===== src/rtl/mhdk_pkg.sv =====
// Shared types and constants for the monotone hull DP kernel.
`default_nettype none
package mhdk_pkg;

  localparam logic [1:0] CFG_QUAD  = 2'd0;
  localparam logic [1:0] CFG_LIN   = 2'd1;
  localparam logic [1:0] CFG_CONST = 2'd2;

  typedef enum logic [4:0] {
    S_IDLE, S_NS_M, S_NS_W, S_NI_M, S_NI_W,
    S_POP_CHK, S_POP_RJ, S_POP_RI, S_P1_M, S_P1_W, S_P2_M, S_P2_W,
    S_PUSH, S_Q_CHK, S_Q_R0, S_Q_R1, S_V0_M, S_V0_W, S_V1_M, S_V1_W,
    S_QF_R, S_QF_M, S_QF_W, S_T1_M, S_T1_W, S_T2_M, S_T2_W, S_OUT
  } state_t;

  typedef enum logic [3:0] {
    OP_NONE, OP_LOAD, OP_NS, OP_NI, OP_LAT0, OP_LAT1, OP_P1, OP_POPCMP,
    OP_PUSH, OP_V0, OP_V1, OP_TAIL1, OP_DP, OP_OUT
  } op_t;

  typedef enum logic [2:0] {
    RD_NONE, RD_LC1, RD_LC2, RD_QP, RD_QP1
  } rd_t;

  typedef enum logic [2:0] {
    MS_PA, MS_PT, MS_P1, MS_P2, MS_S0P, MS_S1P
  } msel_t;

  typedef struct packed {
    op_t   op;
    rd_t   rd;
    logic  mul_go;
    msel_t msel;
  } cmd_t;

  typedef struct packed {
    logic mul_done;
    logic pop_go;
    logic redundant;
    logic advance;
    logic out_free;
  } sts_t;

endpackage
`default_nettype wire


===== src/rtl/mhdk_ctrl.sv =====
// Sequencing state machine of the monotone hull DP kernel.
`default_nettype none
module mhdk_ctrl (
  input  wire logic          clk,
  input  wire logic          rst_n,
  input  wire logic          in_valid,
  output logic               in_ready,
  input  wire mhdk_pkg::sts_t sts,
  output mhdk_pkg::cmd_t     cmd
);

  mhdk_pkg::state_t state_r, state_nxt;

  always_ff @(posedge clk) begin
    if (!rst_n) begin
      state_r <= mhdk_pkg::S_IDLE;
    end else begin
      state_r <= state_nxt;
    end
  end

  always_comb begin
    state_nxt = state_r;
    unique case (state_r)
      mhdk_pkg::S_IDLE:    if (in_valid) state_nxt = mhdk_pkg::S_NS_M;
      mhdk_pkg::S_NS_M:    state_nxt = mhdk_pkg::S_NS_W;
      mhdk_pkg::S_NS_W:    if (sts.mul_done) state_nxt = mhdk_pkg::S_NI_M;
      mhdk_pkg::S_NI_M:    state_nxt = mhdk_pkg::S_NI_W;
      mhdk_pkg::S_NI_W:    if (sts.mul_done) state_nxt = mhdk_pkg::S_POP_CHK;
      mhdk_pkg::S_POP_CHK: state_nxt = sts.pop_go ? mhdk_pkg::S_POP_RJ : mhdk_pkg::S_PUSH;
      mhdk_pkg::S_POP_RJ:  state_nxt = mhdk_pkg::S_POP_RI;
      mhdk_pkg::S_POP_RI:  state_nxt = mhdk_pkg::S_P1_M;
      mhdk_pkg::S_P1_M:    state_nxt = mhdk_pkg::S_P1_W;
      mhdk_pkg::S_P1_W:    if (sts.mul_done) state_nxt = mhdk_pkg::S_P2_M;
      mhdk_pkg::S_P2_M:    state_nxt = mhdk_pkg::S_P2_W;
      mhdk_pkg::S_P2_W: begin
        if (sts.mul_done) begin
          state_nxt = sts.redundant ? mhdk_pkg::S_POP_CHK : mhdk_pkg::S_PUSH;
        end
      end
      mhdk_pkg::S_PUSH:    state_nxt = mhdk_pkg::S_Q_CHK;
      mhdk_pkg::S_Q_CHK:   state_nxt = sts.pop_go ? mhdk_pkg::S_Q_R0 : mhdk_pkg::S_QF_R;
      mhdk_pkg::S_Q_R0:    state_nxt = mhdk_pkg::S_Q_R1;
      mhdk_pkg::S_Q_R1:    state_nxt = mhdk_pkg::S_V0_M;
      mhdk_pkg::S_V0_M:    state_nxt = mhdk_pkg::S_V0_W;
      mhdk_pkg::S_V0_W:    if (sts.mul_done) state_nxt = mhdk_pkg::S_V1_M;
      mhdk_pkg::S_V1_M:    state_nxt = mhdk_pkg::S_V1_W;
      mhdk_pkg::S_V1_W: begin
        if (sts.mul_done) begin
          state_nxt = sts.advance ? mhdk_pkg::S_Q_CHK : mhdk_pkg::S_T1_M;
        end
      end
      mhdk_pkg::S_QF_R:    state_nxt = mhdk_pkg::S_QF_M;
      mhdk_pkg::S_QF_M:    state_nxt = mhdk_pkg::S_QF_W;
      mhdk_pkg::S_QF_W:    if (sts.mul_done) state_nxt = mhdk_pkg::S_T1_M;
      mhdk_pkg::S_T1_M:    state_nxt = mhdk_pkg::S_T1_W;
      mhdk_pkg::S_T1_W:    if (sts.mul_done) state_nxt = mhdk_pkg::S_T2_M;
      mhdk_pkg::S_T2_M:    state_nxt = mhdk_pkg::S_T2_W;
      mhdk_pkg::S_T2_W:    if (sts.mul_done) state_nxt = mhdk_pkg::S_OUT;
      mhdk_pkg::S_OUT:     if (sts.out_free) state_nxt = mhdk_pkg::S_IDLE;
      default:             state_nxt = mhdk_pkg::S_IDLE;
    endcase
  end

  always_comb begin
    in_ready   = 1'b0;
    cmd.op     = mhdk_pkg::OP_NONE;
    cmd.rd     = mhdk_pkg::RD_NONE;
    cmd.mul_go = 1'b0;
    cmd.msel   = mhdk_pkg::MS_PA;
    unique case (state_r)
      mhdk_pkg::S_IDLE: begin
        in_ready = 1'b1;
        if (in_valid) cmd.op = mhdk_pkg::OP_LOAD;
      end
      mhdk_pkg::S_NS_M: begin
        cmd.mul_go = 1'b1;
        cmd.msel   = mhdk_pkg::MS_PA;
      end
      mhdk_pkg::S_NS_W: if (sts.mul_done) cmd.op = mhdk_pkg::OP_NS;
      mhdk_pkg::S_NI_M: begin
        cmd.mul_go = 1'b1;
        cmd.msel   = mhdk_pkg::MS_PT;
      end
      mhdk_pkg::S_NI_W: if (sts.mul_done) cmd.op = mhdk_pkg::OP_NI;
      mhdk_pkg::S_POP_CHK: if (sts.pop_go) cmd.rd = mhdk_pkg::RD_LC1;
      mhdk_pkg::S_POP_RJ: begin
        cmd.op = mhdk_pkg::OP_LAT1;
        cmd.rd = mhdk_pkg::RD_LC2;
      end
      mhdk_pkg::S_POP_RI: cmd.op = mhdk_pkg::OP_LAT0;
      mhdk_pkg::S_P1_M: begin
        cmd.mul_go = 1'b1;
        cmd.msel   = mhdk_pkg::MS_P1;
      end
      mhdk_pkg::S_P1_W: if (sts.mul_done) cmd.op = mhdk_pkg::OP_P1;
      mhdk_pkg::S_P2_M: begin
        cmd.mul_go = 1'b1;
        cmd.msel   = mhdk_pkg::MS_P2;
      end
      mhdk_pkg::S_P2_W: if (sts.mul_done) cmd.op = mhdk_pkg::OP_POPCMP;
      mhdk_pkg::S_PUSH: cmd.op = mhdk_pkg::OP_PUSH;
      mhdk_pkg::S_Q_CHK: cmd.rd = mhdk_pkg::RD_QP;
      mhdk_pkg::S_Q_R0: begin
        cmd.op = mhdk_pkg::OP_LAT0;
        cmd.rd = mhdk_pkg::RD_QP1;
      end
      mhdk_pkg::S_Q_R1: cmd.op = mhdk_pkg::OP_LAT1;
      mhdk_pkg::S_V0_M, mhdk_pkg::S_QF_M: begin
        cmd.mul_go = 1'b1;
        cmd.msel   = mhdk_pkg::MS_S0P;
      end
      mhdk_pkg::S_V0_W, mhdk_pkg::S_QF_W: if (sts.mul_done) cmd.op = mhdk_pkg::OP_V0;
      mhdk_pkg::S_V1_M: begin
        cmd.mul_go = 1'b1;
        cmd.msel   = mhdk_pkg::MS_S1P;
      end
      mhdk_pkg::S_V1_W: if (sts.mul_done) cmd.op = mhdk_pkg::OP_V1;
      mhdk_pkg::S_QF_R: cmd.op = mhdk_pkg::OP_LAT0;
      mhdk_pkg::S_T1_M: begin
        cmd.mul_go = 1'b1;
        cmd.msel   = mhdk_pkg::MS_PA;
      end
      mhdk_pkg::S_T1_W: if (sts.mul_done) cmd.op = mhdk_pkg::OP_TAIL1;
      mhdk_pkg::S_T2_M: begin
        cmd.mul_go = 1'b1;
        cmd.msel   = mhdk_pkg::MS_PT;
      end
      mhdk_pkg::S_T2_W: if (sts.mul_done) cmd.op = mhdk_pkg::OP_DP;
      mhdk_pkg::S_OUT: if (sts.out_free) cmd.op = mhdk_pkg::OP_OUT;
      default: cmd.op = mhdk_pkg::OP_NONE;
    endcase
  end

endmodule
`default_nettype wire


===== config.mk =====
export PLATFORM = sky130hd
export DESIGN_NAME = mhdk_ctrl
export DESIGN_NICKNAME = d
export VERILOG_FILES = /design/src/rtl/mhdk_pkg.sv /design/src/rtl/mhdk_ctrl.sv
export SDC_FILE = /design/constraint.sdc
export NUM_CORES = 1
export LEC_CHECK = 0
export BUFFER_PORTS_ARGS = -buffer_cell sky130_fd_sc_hd__buf_2
export CAP_MARGIN = 20
export CORE_ASPECT_RATIO = 0.75
export CORE_MARGIN = 4
export CORE_UTILIZATION = 40
export DETAILED_ROUTE_END_ITERATION = 16
export PLACE_DENSITY = 0.66
export RECOVER_POWER = 50
export SYNTH_ARGS = -nofsm -noshare
export SYNTH_HDL_FRONTEND = slang
export SYNTH_SLANG_ARGS = --single-unit

===== constraint.sdc =====
create_clock -name clk -period 1.7 [get_ports clk]
set_input_delay 0.085 -clock clk [delete_from_list [all_inputs] [get_ports clk]]
set_output_delay 0.085 -clock clk [all_outputs]
set_load 0.03 [all_outputs]

# Yosys cells after proc, flatten, opt, wreduce, memory -nomap -nowiden
# Cells that the tools add are included.
classes:
  n_reduce_logical: 8
  muxes: 31
  eq_ne: 38
ops:
  columns: ["op", "count"]
  rows:
  - ["$pmux 5 s28", 1]
  - ["$mux 5", 13]
  - ["$eq 5x5->1 const B", 12]
  - ["$pmux 4 s13", 1]
  - ["$eq 5x4->1 const B", 8]
  - ["$mux 4", 7]
  - ["$pmux 4 s6", 1]
  - ["$ne 2x2->1 const B", 11]
  - ["$eq 5x3->1 const B", 4]
  - ["$pmux 3 s4", 1]
  - ["$reduce_and 11->1", 1]
  - ["$eq 5x2->1 const B", 2]
  - ["$reduce_or 2->1", 5]
  - ["$mux 3", 2]
  - ["$eq 5x1->1 const B", 1]
  - ["$logic_not 5->1", 1]
  - ["$mux 2", 2]
  - ["$mux 1", 3]
  - ["$reduce_or 3->1", 1]
totals:
  register_bits: 5
  elab_cells: 78
  input_bits: 8
  output_inout_bits: 12

# Depth between registers and ports, before layout
logic_depth:
  word_depth: 3
  ltp_mapped: 7
  depth_no_buf: 5

# Worst setup path before layout
# OpenSTA, ideal clock, no wires.
synth_path:
  kind: "register -> output"
  startpoint: "register state_r[3]"
  endpoint: "output cmd[4] (netlist bit)"
  path_slack_ps: -524
  arrival_time_ps: 2139
  stages_incl_launch_ff: 6
  required_time_ps: 1615
  n_path_buf: 3
  cell_sequence: "dfxtp_1 > buf_2 > buf_1 > buf_1 > nor2_1 > nor4_1"
synth_lines:
  columns: ["element", "line", "text"]
  rows:
  - ["start, declared", "mhdk_ctrl.sv:12", "mhdk_pkg::state_t state_r, state_nxt;"]
  - ["start signal, assigned", "mhdk_ctrl.sv:16", "state_r <= mhdk_pkg::S_IDLE;"]
  - ["start signal, assigned", "mhdk_ctrl.sv:18", "state_r <= state_nxt;"]
  - ["end, declared", "mhdk_ctrl.sv:9", "output mhdk_pkg::cmd_t cmd"]

# Worst setup path in the final report
layout_path:
  startpoint: "register state_r[0]"
  endpoint: "register state_r[2]"
layout_via:
  elab_chain_cells: 3
  elab_cells_between_ends: 41
  classes_between: "eq/ne: 38; mux: 1; reduce/logical: 2"
layout_rtl:
  columns: ["element", "line", "text"]
  rows:
  - ["$eq 5x2->1, or another cell as far along", "mhdk_ctrl.sv:24", "unique case (state_r)"]
  - ["$ne 2x2->1 (no line)", null, null]
  - ["$reduce_and 11->1 (no line)", null, null]
# Parallel ways exist; a longest one is shown, timed or not.
# A chain may end at the register's enable or synchronous reset.

==> insert_results.sql <==
INSERT INTO impl_metrics (metric_group, metric, value, unit) VALUES
('worst_setup_path', 'cp.arrival', '1.98', 'ns'),
('worst_setup_path', 'reg2reg_start', 'state_r[0]$_SDFFE_PN0P_', ''),
('timing', 'fin_worst_hold_slack', '0.05882', 'ns'),
('finish', 'antenna_cells', '0', ''),
('global_routing', 'antenna_violations_before_repair', '0', ''),
('synthesis', 'yosysWarnings', '0', ''),
('floorplan', 'chipWidth', '61.84', 'um'),
('synthesis', 'mappedNetlistNets', '144', ''),
('synthesis', 'yosysTopAreaCell', 'sky130_fd_sc_hd__dfxtp_1', ''),
('synthesis', 'synth_compound_area_frac', '0.3309', ''),
('cts', 'ctsHoldBuffers', '0', ''),
('timing', 'setup_slack', '-0.1287', 'ns'),
('floorplan', 'initial_utilization', '0.4280', ''),
('timing', 'finalSetupViolCount', '8', ''),
('synthesis', 'synth_edf_count', '0', ''),
('finish', 'layout_top_registers', 'state_r (5)', ''),
('timing', 'tightestPinTransition', '0.3102', 'ns'),
('synthesis', 'synth_area_leaders', 'sky130_fd_sc_hd__dfxtp_1 (12%), sky130_fd_sc_hd__nand2_1 (7.3%), sky130_fd_sc_hd__a21oi_1 (6.3%)', ''),
('routing', 'drt-initial-drc-count', '57', ''),
('synthesis', 'synthesized_cell_area', '869.6', 'um2'),
('floorplan', 'core_region_area', '2032', 'um2'),
('finish', 'filler_cell_count', '161', ''),
('floorplan', 'design.portCount', '20', ''),
('placed_design', 'hpwlAfterDp', '2103', 'um'),
('routing', 'detail_route.vias_per_cell', '6.020', ''),
('global_routing', 'grt_first_pass_wirelength', '4885', 'um'),
('cts', 'cts.sinks', '5', ''),
('worst_setup_path', 'worst_ep_required_time', '1.85', 'ns'),
('finish', 'largest_register_ffs', '5', ''),
('timing', 'fin_worst_skew', '0.006464', 'ns'),
('routing', 'drtPass1Iterations', '4', ''),
('worst_setup_path', 'number_of_cells_on_the_worst_reg_to_reg_path', '6', ''),
('synthesis', 'mean_instance_size_in_the_synthesized_netlist', '6.394', 'um2'),
('synthesis', 'async_reset_ff_frac', '0', ''),
('floorplan', 'fp-row-count', '14', ''),
('global_routing', 'total_routing_usage_reported_by_global_routing', '0.2084', ''),
('min_path', 'min_from', 'rst_n', ''),
('routing', 'remaining_drc_errors', '0', ''),
('pwr', 'power.density_cell_area', '1715', 'nW/um2'),
('worst_setup_path', 'capture_point_of_the_worst_reg_to_reg_path', 'state_r[2]$_SDFFE_PN0P_', ''),
('pwr', 'vdd.ir_drop.worst', '1.154', 'mV'),
('routing', 'totalWireLength', '3192', 'um'),
('cts', 'clock_tree_from_tritoncts', 'done', ''),
('finish', 'area_growth', '60.00', '%'),
('global_routing', 'grt-ovfl-total', '0', ''),
('synthesis', 'yosys.area_share.xor_xnor', '0.01871', ''),
('synthesis', 'synth.ff_latch_count', '5', ''),
('synthesis', 'synth_top_family_by_area', 'simple AND/OR/NAND/NOR gates', ''),
('routing', 'vias', '1198', ''),
('run_status', 'violations', 'setup timing', ''),
('min_path', 'whs_path_depth', '2', ''),
('pwr', 'power.total', '2.386', 'mW'),
('timing', 'post-route-period-util', '1.076', ''),
('routing', 'routed_wire_length_per_instance', '16.04', 'um'),
('job', 'max_cap_viol_count', '0', ''),
('worst_setup_path', 'worst-r2r-setup-slack', '-0.13', 'ns'),
('run_status', 'status', 'finished with violations', ''),
('finish', 'layout.core_utilization', '0.6847', ''),
('synthesis', 'muxShareOfSynthArea', '0.01295', ''),
('routing', 'detail-route-antenna-nets', '0', ''),
('cts', 'cts_htree_levels', '1', ''),
('floorplan', 'floorplan.die_area', '2992', 'um2'),
('finish', 'regMostFlops', 'state_r', ''),
('min_path', 'hold_path.class', 'primary input to flip-flop', ''),
('placed_design', 'portBuffers', '19', ''),
('global_routing', 'grt_pass1_vias', '1101', ''),
('synthesis', 'yosys_most_used_dff', 'sky130_fd_sc_hd__dfxtp_1', ''),
('finish', 'design.final.nets', '184', ''),
('synthesis', 'synth.most_common_cell', 'sky130_fd_sc_hd__nand2_1', ''),
('synthesis', 'synth.distinct_cells', '45', ''),
('floorplan', 'fp.dieH', '48.38', 'um');
[worst min path at each step]
stage,slack (ns),endpoint
after floorplan,0.20,state_r[3]$_SDFFE_PN0P_
after global placement,0.32,state_r[3]$_SDFFE_PN0P_
after detailed placement,0.32,state_r[3]$_SDFFE_PN0P_
after CTS,0.07,state_r[3]$_SDFFE_PN0P_
after global routing,0.07,state_r[3]$_SDFFE_PN0P_
final,0.06,state_r[3]$_SDFFE_PN0P_
[cells in the final DEF (no fill, tap or decap), drive strengths merged, types with 4 or more instances in the layout]
master / instances
a211oi: 4
nor3: 8
buf: 48
nor2: 11
nor2b: 7
clkbuf: 6
nand2b: 4
nand2: 17
o21ai: 8
dfxtp: 5
a21oi: 11
[power by group]
| part | leakage [nW] | internal [mW] | switching [mW] |
|---|---|---|---|
| Combinational | 0.520 | 0.942 | 1.08 |
| Clock | 0.0150 | 0.0893 | 0.0569 |
| Sequential | 0.0432 | 0.169 | 0.0481 |
[per-layer routing]
layer  wire (um)  global-route usage  vias to the layer above
met5           0                   0                        -
met4          91             0.04947                        0
met3         179            0.007979                       11
met2        1543              0.3502                       54
met1        1378              0.2873                      556
li1            -                   -                      577
[kinds of logic after synthesis]
family / Yosys count
compound gates: 42
flops: 5
buf+inv: 18
xor+xnor: 1
simple gates: 69
mux: 1
[what timing repair did]
item	in CTS	in global routing
hold endpoints to repair	0	0
resized for setup	42	12
endpoints found under the setup margin	13	14
pin swaps	6	0
setup buffers	3	1
[area by class of cell]
type	count	area (um2)	area share
Clock buffer	4	26.28	0.01888
Sequential cell	5	108.9	0.07824
Multi-Input combinational cell	113	814.5	0.5854
Tap cell	24	30.03	0.02158
Inverter	3	15.01	0.01079
Timing Repair Buffer	50	396.6	0.2851
[per-stage QoR]
stage	TNS, ns	cells	area [um2]	setup WS [ns]
floorplan	-0.2059	136	908.4	-0.1102
global placement	-0.1989	191	1161	-0.09449
detailed placement	-0.3746	191	1161	-0.1306
CTS	-0.1622	198	1344	-0.07108
global route	-1.069	199	1391	-0.1767
finish	-0.4231	199	1391	-0.1287
[worst max-delay path, stage by stage, from the launching register on]
cell	delay (ns)
sky130_fd_sc_hd__dfxtp_4	0.36
sky130_fd_sc_hd__buf_6	0.13
sky130_fd_sc_hd__xnor2_2	0.20
sky130_fd_sc_hd__a211oi_2	0.10
sky130_fd_sc_hd__a211o_2	0.37
sky130_fd_sc_hd__or3_1	0.34
sky130_fd_sc_hd__a221oi_2	0.24
Note: power is estimated with default switching activity, not from simulation.
